===== src/rtl/sfs_pkg.sv =====
`default_nettype none

package sfs_pkg;

	localparam int MAX_FRAMES = 256;

	localparam int CFG_AW = 3;
	localparam int CFG_DW = 32;

	localparam int CNT_W   = 17;
	localparam int FRAME_W = 8;
	localparam int DIV_W   = 9;
	localparam int RND_W   = 16;
	localparam int COORD_W = 24;
	localparam int SIZE_W  = 16;

	localparam logic [CNT_W-1:0] CNT_MAX = {CNT_W{1'b1}};
	localparam logic [DIV_W-1:0] FRAME_LIMIT =
		(MAX_FRAMES < 256) ? DIV_W'(MAX_FRAMES) : DIV_W'(256);

	localparam logic [CFG_AW-1:0] REG_PLAY_MODE     = 3'd0;
	localparam logic [CFG_AW-1:0] REG_TICK_DELAY    = 3'd1;
	localparam logic [CFG_AW-1:0] REG_FRAME_TOTAL   = 3'd2;
	localparam logic [CFG_AW-1:0] REG_SHEET_COLUMNS = 3'd3;
	localparam logic [CFG_AW-1:0] REG_FIXED_FRAME   = 3'd4;
	localparam logic [CFG_AW-1:0] REG_FRAME_SIZE    = 3'd5;
	localparam logic [CFG_AW-1:0] REG_SHEET_ORIGIN  = 3'd6;

	localparam logic [1:0] MODE_LOOP     = 2'd0;
	localparam logic [1:0] MODE_PINGPONG = 2'd1;
	localparam logic [1:0] MODE_RANDOM   = 2'd2;
	localparam logic [1:0] MODE_STILL    = 2'd3;

	localparam logic FUNC_TICK    = 1'b0;
	localparam logic FUNC_RESTART = 1'b1;

endpackage

`default_nettype wire


===== src/rtl/sprite_frame_sequencer.sv =====
`default_nettype none

// channel  | handshake                   | payload
// ---------+-----------------------------+-------------------------------
// in       | in_valid / in_ready         | func, random_value
// out      | out_valid / out_ready       | frame_index, tex_x, tex_y
// cfg      | cfg_wr_en (no wait)         | cfg_addr, cfg_wdata
//
// a tick item steps through accept, the shared bit-serial divider for column
// and row, the shift-add multiplier and the output load, in that order
// a random-mode advance first runs the divider for random_value mod frames
// a restart item gives no result
// arst_n clears state, counters and registers, but sets frame total, sheet columns and divisor to one
// a result waiting on out_ready holds the item after it in the final stage

module sprite_frame_sequencer (
	input  wire logic                        clk,
	input  wire logic                        arst_n,
	input  wire logic                        in_valid,
	output logic                             in_ready,
	input  wire logic                        func,
	input  wire logic [sfs_pkg::RND_W-1:0]   random_value,
	output logic                             out_valid,
	input  wire logic                        out_ready,
	output logic [sfs_pkg::FRAME_W-1:0]      frame_index,
	output logic [sfs_pkg::COORD_W-1:0]      tex_x,
	output logic [sfs_pkg::COORD_W-1:0]      tex_y,
	input  wire logic                        cfg_wr_en,
	input  wire logic [sfs_pkg::CFG_AW-1:0]  cfg_addr,
	input  wire logic [sfs_pkg::CFG_DW-1:0]  cfg_wdata
);
	import sfs_pkg::*;

	typedef enum logic [2:0] {
		S_IDLE,
		S_RND,
		S_COL,
		S_MUL,
		S_OUT
	} state_t;

	state_t state_q;

	logic [2:0]         mode_q;
	logic [15:0]        delay_q;
	logic [DIV_W-1:0]   total_q;
	logic [DIV_W-1:0]   cols_q;
	logic [FRAME_W-1:0] fixed_q;
	logic [31:0]        size_q;
	logic [31:0]        origin_q;

	logic [CNT_W-1:0]   count_q;
	logic [FRAME_W-1:0] frame_q;
	logic               back_q;

	logic [3:0]         step_q;
	logic [DIV_W-1:0]   rem_q;
	logic [RND_W-1:0]   num_q;
	logic [DIV_W-1:0]   divisor_q;

	logic [FRAME_W-1:0] mx_q;
	logic [FRAME_W-1:0] my_q;
	logic [COORD_W-1:0] mcx_q;
	logic [COORD_W-1:0] mcy_q;
	logic [COORD_W-1:0] accx_q;
	logic [COORD_W-1:0] accy_q;

	logic               out_valid_q;
	logic [FRAME_W-1:0] frame_out_q;
	logic [COORD_W-1:0] tex_x_q;
	logic [COORD_W-1:0] tex_y_q;

	logic               accept;
	logic               still;
	logic               advance;
	logic [DIV_W-1:0]   n_eff;
	logic [DIV_W-1:0]   n_m1;
	logic [DIV_W-1:0]   cols_eff;
	logic [DIV_W-1:0]   frame_ext;
	logic [FRAME_W-1:0] frame_adv;
	logic               back_adv;

	logic [DIV_W:0]     trial;
	logic               trial_ge;
	logic [DIV_W-1:0]   rem_next;
	logic [RND_W-1:0]   num_next;

	assign in_ready    = (state_q == S_IDLE);
	assign accept      = in_valid && in_ready;
	assign out_valid   = out_valid_q;
	assign frame_index = frame_out_q;
	assign tex_x       = tex_x_q;
	assign tex_y       = tex_y_q;

	assign still    = (mode_q[1:0] == MODE_STILL);
	assign advance  = ({1'b0, count_q} > {2'b00, delay_q}) && !still;
	assign cols_eff = (cols_q == '0) ? DIV_W'(1) : cols_q;
	assign n_m1     = n_eff - DIV_W'(1);
	assign frame_ext = {1'b0, frame_q};

	always_comb begin
		if (total_q == '0) begin
			n_eff = DIV_W'(1);
		end else if (total_q > FRAME_LIMIT) begin
			n_eff = FRAME_LIMIT;
		end else begin
			n_eff = total_q;
		end
	end

	// next frame for loop and ping-pong
	always_comb begin
		frame_adv = frame_q;
		back_adv  = back_q;
		case (mode_q[1:0])
			MODE_PINGPONG: begin
				if (!back_q && frame_ext >= n_m1) begin
					back_adv  = 1'b1;
					frame_adv = (frame_q != '0) ? frame_q - FRAME_W'(1) : '0;
				end else if (!back_q) begin
					frame_adv = frame_q + FRAME_W'(1);
				end else if (frame_q == '0) begin
					back_adv  = 1'b0;
					frame_adv = (n_eff > DIV_W'(1)) ? FRAME_W'(1) : '0;
				end else begin
					frame_adv = frame_q - FRAME_W'(1);
				end
			end
			default: begin
				frame_adv = (frame_ext >= n_m1) ? '0 : frame_q + FRAME_W'(1);
			end
		endcase
	end

	// one restoring divider step
	assign trial    = {rem_q, num_q[RND_W-1]};
	assign trial_ge = (trial >= {1'b0, divisor_q});
	assign rem_next = trial_ge ? DIV_W'(trial - {1'b0, divisor_q}) : trial[DIV_W-1:0];
	assign num_next = {num_q[RND_W-2:0], trial_ge};

	always_ff @(posedge clk or negedge arst_n) begin
		if (!arst_n) begin
			state_q     <= S_IDLE;
			out_valid_q <= 1'b0;
			mode_q      <= '0;
			delay_q     <= '0;
			total_q     <= DIV_W'(1);
			cols_q      <= DIV_W'(1);
			fixed_q     <= '0;
			size_q      <= '0;
			origin_q    <= '0;
			count_q     <= '0;
			frame_q     <= '0;
			back_q      <= 1'b0;
			step_q      <= '0;
			rem_q       <= '0;
			num_q       <= '0;
			divisor_q   <= DIV_W'(1);
			mx_q        <= '0;
			my_q        <= '0;
			mcx_q       <= '0;
			mcy_q       <= '0;
			accx_q      <= '0;
			accy_q      <= '0;
			frame_out_q <= '0;
			tex_x_q     <= '0;
			tex_y_q     <= '0;
		end else begin
			if (cfg_wr_en) begin
				case (cfg_addr)
					REG_PLAY_MODE:     mode_q   <= cfg_wdata[2:0];
					REG_TICK_DELAY:    delay_q  <= cfg_wdata[15:0];
					REG_FRAME_TOTAL:   total_q  <= cfg_wdata[DIV_W-1:0];
					REG_SHEET_COLUMNS: cols_q   <= cfg_wdata[DIV_W-1:0];
					REG_FIXED_FRAME:   fixed_q  <= cfg_wdata[FRAME_W-1:0];
					REG_FRAME_SIZE:    size_q   <= cfg_wdata;
					REG_SHEET_ORIGIN:  origin_q <= cfg_wdata;
					default: ;
				endcase
			end

			if (out_valid_q && out_ready && state_q != S_OUT) begin
				out_valid_q <= 1'b0;
			end

			case (state_q)
				S_IDLE: begin
					if (accept) begin
						if (func == FUNC_RESTART) begin
							frame_q <= '0;
							count_q <= '0;
						end else if (advance) begin
							count_q <= '0;
							if (mode_q[1:0] == MODE_RANDOM) begin
								rem_q     <= '0;
								num_q     <= random_value;
								divisor_q <= n_eff;
								step_q    <= 4'd15;
								state_q   <= S_RND;
							end else begin
								frame_q   <= frame_adv;
								back_q    <= back_adv;
								rem_q     <= '0;
								num_q     <= {frame_adv, 8'b0};
								divisor_q <= cols_eff;
								step_q    <= 4'd7;
								state_q   <= S_COL;
							end
						end else begin
							if (count_q != CNT_MAX) begin
								count_q <= count_q + CNT_W'(1);
							end
							rem_q     <= '0;
							divisor_q <= cols_eff;
							step_q    <= 4'd7;
							state_q   <= S_COL;
							if (still) begin
								frame_q <= fixed_q;
								num_q   <= {fixed_q, 8'b0};
							end else begin
								num_q   <= {frame_q, 8'b0};
							end
						end
					end
				end
				S_RND: begin
					if (step_q == '0) begin
						frame_q   <= rem_next[FRAME_W-1:0];
						rem_q     <= '0;
						num_q     <= {rem_next[FRAME_W-1:0], 8'b0};
						divisor_q <= cols_eff;
						step_q    <= 4'd7;
						state_q   <= S_COL;
					end else begin
						rem_q  <= rem_next;
						num_q  <= num_next;
						step_q <= step_q - 4'd1;
					end
				end
				S_COL: begin
					if (step_q == '0) begin
						mx_q    <= rem_next[FRAME_W-1:0];
						my_q    <= mode_q[2] ? num_next[FRAME_W-1:0] : '0;
						mcx_q   <= {8'b0, size_q[SIZE_W-1:0]};
						mcy_q   <= {8'b0, size_q[31:16]};
						accx_q  <= {8'b0, origin_q[SIZE_W-1:0]};
						accy_q  <= {8'b0, origin_q[31:16]};
						step_q  <= 4'd7;
						state_q <= S_MUL;
					end else begin
						rem_q  <= rem_next;
						num_q  <= num_next;
						step_q <= step_q - 4'd1;
					end
				end
				S_MUL: begin
					if (mx_q[0]) begin
						accx_q <= accx_q + mcx_q;
					end
					if (my_q[0]) begin
						accy_q <= accy_q + mcy_q;
					end
					mcx_q <= {mcx_q[COORD_W-2:0], 1'b0};
					mcy_q <= {mcy_q[COORD_W-2:0], 1'b0};
					mx_q  <= {1'b0, mx_q[FRAME_W-1:1]};
					my_q  <= {1'b0, my_q[FRAME_W-1:1]};
					if (step_q == '0) begin
						state_q <= S_OUT;
					end else begin
						step_q <= step_q - 4'd1;
					end
				end
				S_OUT: begin
					if (!out_valid_q || out_ready) begin
						out_valid_q <= 1'b1;
						frame_out_q <= frame_q;
						tex_x_q     <= accx_q;
						tex_y_q     <= accy_q;
						state_q     <= S_IDLE;
					end
				end
				default: state_q <= S_IDLE;
			endcase
		end
	end

`ifndef SYNTHESIS
	assert property (@(posedge clk) disable iff (!arst_n)
		(state_q == S_RND || state_q == S_COL) |-> (rem_q < divisor_q))
		else $error("divider remainder not below divisor");

	assert property (@(posedge clk) disable iff (!arst_n)
		(accept && func == FUNC_RESTART) |=> (frame_q == '0 && count_q == '0
			&& state_q == S_IDLE))
		else $error("restart did not clear frame and counter");

	assert property (@(posedge clk) disable iff (!arst_n)
		(state_q == S_OUT && (!out_valid_q || out_ready))
			|=> (out_valid_q && state_q == S_IDLE))
		else $error("finished item not loaded into output register");

	assert property (@(posedge clk) disable iff (!arst_n)
		(accept && func == FUNC_TICK && !(advance && mode_q[1:0] == MODE_RANDOM))
			|=> (state_q == S_COL && step_q == 4'd7))
		else $error("tick item did not start column divide");
`endif

endmodule

`default_nettype wire

===== config.mk =====
export PLATFORM = sky130hd
export DESIGN_NAME = sprite_frame_sequencer
export DESIGN_NICKNAME = d
export VERILOG_FILES = /design/src/rtl/sfs_pkg.sv /design/src/rtl/sprite_frame_sequencer.sv
export SDC_FILE = /design/constraint.sdc
export NUM_CORES = 1
export LEC_CHECK = 0
export ABC_CLOCK_PERIOD_IN_PS = 4700
export CORE_ASPECT_RATIO = 0.8
export CORE_UTILIZATION = 38
export CTS_CLUSTER_DIAMETER = 30
export DETAILED_ROUTE_END_ITERATION = 10
export DONT_BUFFER_PORTS = 1
export MAX_ROUTING_LAYER = met4
export SYNTH_ARGS = -nofsm -noshare
export SYNTH_HDL_FRONTEND = slang
export SYNTH_SLANG_ARGS = --single-unit

===== constraint.sdc =====
create_clock -name clk -period 4.7 [get_ports clk]
set_input_delay 0.47 -clock clk [delete_from_list [all_inputs] [get_ports clk]]
set_output_delay 0.47 -clock clk [all_outputs]
set_load 0.05 [all_outputs]

==> metrics.md <==
| Metric | Value |
|---|---|
| Status | `complete, but fails checks` |
| Failing checks | `DRC, hold timing` |
| Maximum VDD drop | `between 200 and 300 uV` |
| Final Hold Vio Count | `around 340` |
| Largest net degree at the start of global routing | `about 350` |
| Die height | `slightly below 200 um` |
| WS Path Type | `flop to flop` |
| Root Driver | `clkbuf_16` |
| Worst Hold Margin | `-423.6 ps` |
| Max-cap violations | `0` |
| Top-count cell post-synth | `dfrtp_1` |
| Area contributors post-synth | `dfrtp_1 47%, mux2_2 9.3%, ha_1 5.9%, nand2_1 4.2%, o21ai_0 3.7%` |
| FP Rows | `between 70 and 80` |
| Cells after Synth | `around 1900` |
| Worst Tran Pin Value | `~1000 ps` |
| Initial antenna violation count | `5` |
| # IOs | `around 120` |
| Residual DRC | `6` |
| Clock H-tree levels | `3` |
| Top cell type by total area after synthesis | `dfrtp_1` |
| CP endpoint kind | `flop` |
| Total core area | `0.04726 mm^2` |
| Final setup fails | `0` |
| Post-DRT Antenna Nets | `0` |
| Post-DR wirelength/cell | `~19 um` |
| GP Congestion | `between 0.9 and 1` |
| Total GRT Usage | `21.07%` |
| Static Leak | `approximately 10 nW` |
| Vias in the first global route | `about 14000` |
| Fin Clk Skew | `~29 ps` |
| Final Critical Period | `between 4000 and 5000 ps` |
| Top-area cell type share of the netlist area | `a little under half` |
| Critical Path AT | `around 5000 ps` |
| Final max-slew violation count | `0` |
| Port bufs | `0` |
| Number of enable-type register cells in the synthesized netlist | `0` |
| Max-slew headroom | `between 30% and 40%` |
| Worst Hold Class | `input pin to async pin` |
| NumNets Final | `between 2000 and 2500` |
| DR vias | `14360` |
| DIE WIDTH | `around 250 um` |
| Syn Area/Cell | `just under 10 um^2` |
| Hpwl dp | `approximately 33000 um` |
| CTS max path bufs | `3` |
| Fmax | `222.6 MHz` |
| Area delta synth->final | `21.26%` |
| Max FO, Critical Path | `8` |
| Post-Syn Nets | `between 1500 and 2000` |
| Synth unique cells | `73` |
| PwrDens | `767.8 mW/mm^2` |
| Drt initial violations | `between 1000 and 1500` |
| Post-synthesis cell area | `approximately 0.018 mm^2` |
| Drt via density | `approximately 5.5` |
| DIE AREA | `0.04904 mm^2` |
| Clock latency on the worst-skew pair | `slightly above 600 ps` |
| Main synth FF type | `dfrtp_1` |
| Final Cycle Share | `95.58%` |
| WL final | `49010 um` |
| CTS buffer count | `82` |
| Register Area | `roughly 0.0086 mm^2` |
| Post-route setup slack | `207.6 ps` |
| Async SR Flop Fraction | `100.0%` |
| Startpoint class of the critical path | `flop` |
| DR pass1 iterations | `9` |
| GRT overflow | `0` |
| Layout filler cell count | `roughly 4400` |
| Clock-pin transition on the worst setup and hold timing paths | `about 50 ps` |
| DP Worst Slack | `about 61 ps` |
| Number of synthesized register bits | `about 350` |
| Total number of yosys warnings | `0` |
| Starting density of the core | `a little under 40%` |
| Synth cell count leaders | `342 x dfrtp_1, 206 x nand2_1, 175 x nor2_1` |
| Multi-input combinational cell area | `about 0.0092 mm^2` |
| First-pass GRT wire length | `79270 um` |
| Seq/Total Area, Yosys | `47.20%` |
| CP required | `~5200 ps` |
| Clock sinks | `approximately 350` |
| Layout cell share with drive strength beyond 1 | `18.09%` |
| CTS tree | `yes` |
-- through the flow --
step	area [um^2]	power (mW)	instances	TNS (ps)	util, %
final	22190	17.04	2599	0	46.96
after global routing	22190	18.24	2598	-50.84	46.95
after CTS	22130	17.06	2591	0	46.83
after detailed placement	18960	11.18	2408	0	40.12
after global placement	18960	11.01	2408	0	40.12
after floorplan	18300	9.591	1852	0	-
-- sequential cells by signal, summed over array words and instances (netlist names), 24 cells and up --
register / flops
size_q: 32
tex_x: 24
accx_q: 24
tex_y: 24
accy_q: 24
origin_q: 32
mcx_q: 24
mcy_q: 24
-- what timing repair did --
action,CTS,global route
endpoints found under the setup margin,0,12
buffers inserted,0,0
gates resized for setup,0,8
endpoints found under the hold margin,443,346
hold buffers,33,1
-- kinds of logic after synthesis --
kind of cell             Yosys count  synth area share [%]
XOR/XNOR                          44                 2.106
AO/OA/AOI/OAI                    491                 17.09
buffers and inverters            147                 3.131
AND/OR/NAND/NOR                  567                 13.99
adder cells (fa/ha/maj)           89                 6.208
flip-flops                       345                 47.20
multiplexers                     169                 10.28
-- routing by layer --
layer  GRT usage (%)  share of wire, %  vias to the layer above
li1                -                 -                     6826
met1           29.67                48                     7090
met2           29.61                43                      364
met3           5.313               6.4                       81
met4           6.203               2.0                        0
met5               -                 0                        -
-- power breakdown --
group	leakage (nW)	internal [mW]	switching, mW
registers	4.34	3.92	1.14
logic	4.38	2.60	3.64
clock network	1.38	3.90	1.84
total	10.1	10.4	6.62
-- final cells by class --
class	instances	area share, %
Multi-Input combinational cell	1360	41.28
Sequential cell	345	38.92
Timing Repair Buffer	63	2.503
Inverter	55	0.9303
Antenna cell	6	0.06766
Clock buffer	101	10.30
Tap cell	620	3.496
Clock inverter	49	2.503
-- critical path: stages, from the launching register on --
cell and delay [ps]:
dfrtp_1 410, or4_4 540, or3_4 380, nor2_1 90
o21ai_0 110, ha_2 230, inv_1 120, or3_1 130
a21oi_2 60, ha_1 290, and4_1 240, a2111oi_4 370
o21ai_2 120, buf_4 150, a21oi_1 110, buf_4 170
a41oi_1 130, a32o_2 290, o211ai_1 170, o2111ai_1 140
o211ai_1 110
-- worst paths after layout --
| check | start | endpoint | slack (ps) | depth (start not counted) |
|---|---|---|---|---|
| min in group clk | cfg_wdata[11] | delay_q[11] | 20 | 2 |
| max reg2reg | total_q[4] | num_q[14] | 210 | 20 |
| min | arst_n | tex_y[6] | -420 | 0 |
| max in group asynchronous | arst_n | num_q[15] | 4510 | 0 |
| max | total_q[4] | num_q[14] | 210 | 20 |
| min reg2reg | mx_q[1] | mx_q[1] | 480 | 1 |
-- placed cells by master, fill, tap and decap left out, types with 12 or more instances in the layout --
master,count
dfrtp_1,342
nand2_1,205
nor2_1,175
mux2_2,151
o21ai_0,132
a21oi_1,118
ha_1,85
clkbuf_16,84
inv_1,54
a31oi_1,50
a22o_1,36
dlygate4sd3_1,34
nand3_1,33
a21o_1,33
nor3_1,30
xnor2_1,28
buf_4,28
a211oi_1,19
nand2b_1,18
mux2i_1,18
xor2_1,16
nor2b_1,16
clkinv_2,16
or3_1,12
nand4_1,12
clkbuf_8,12
Power figures use the tool's default switching activity.
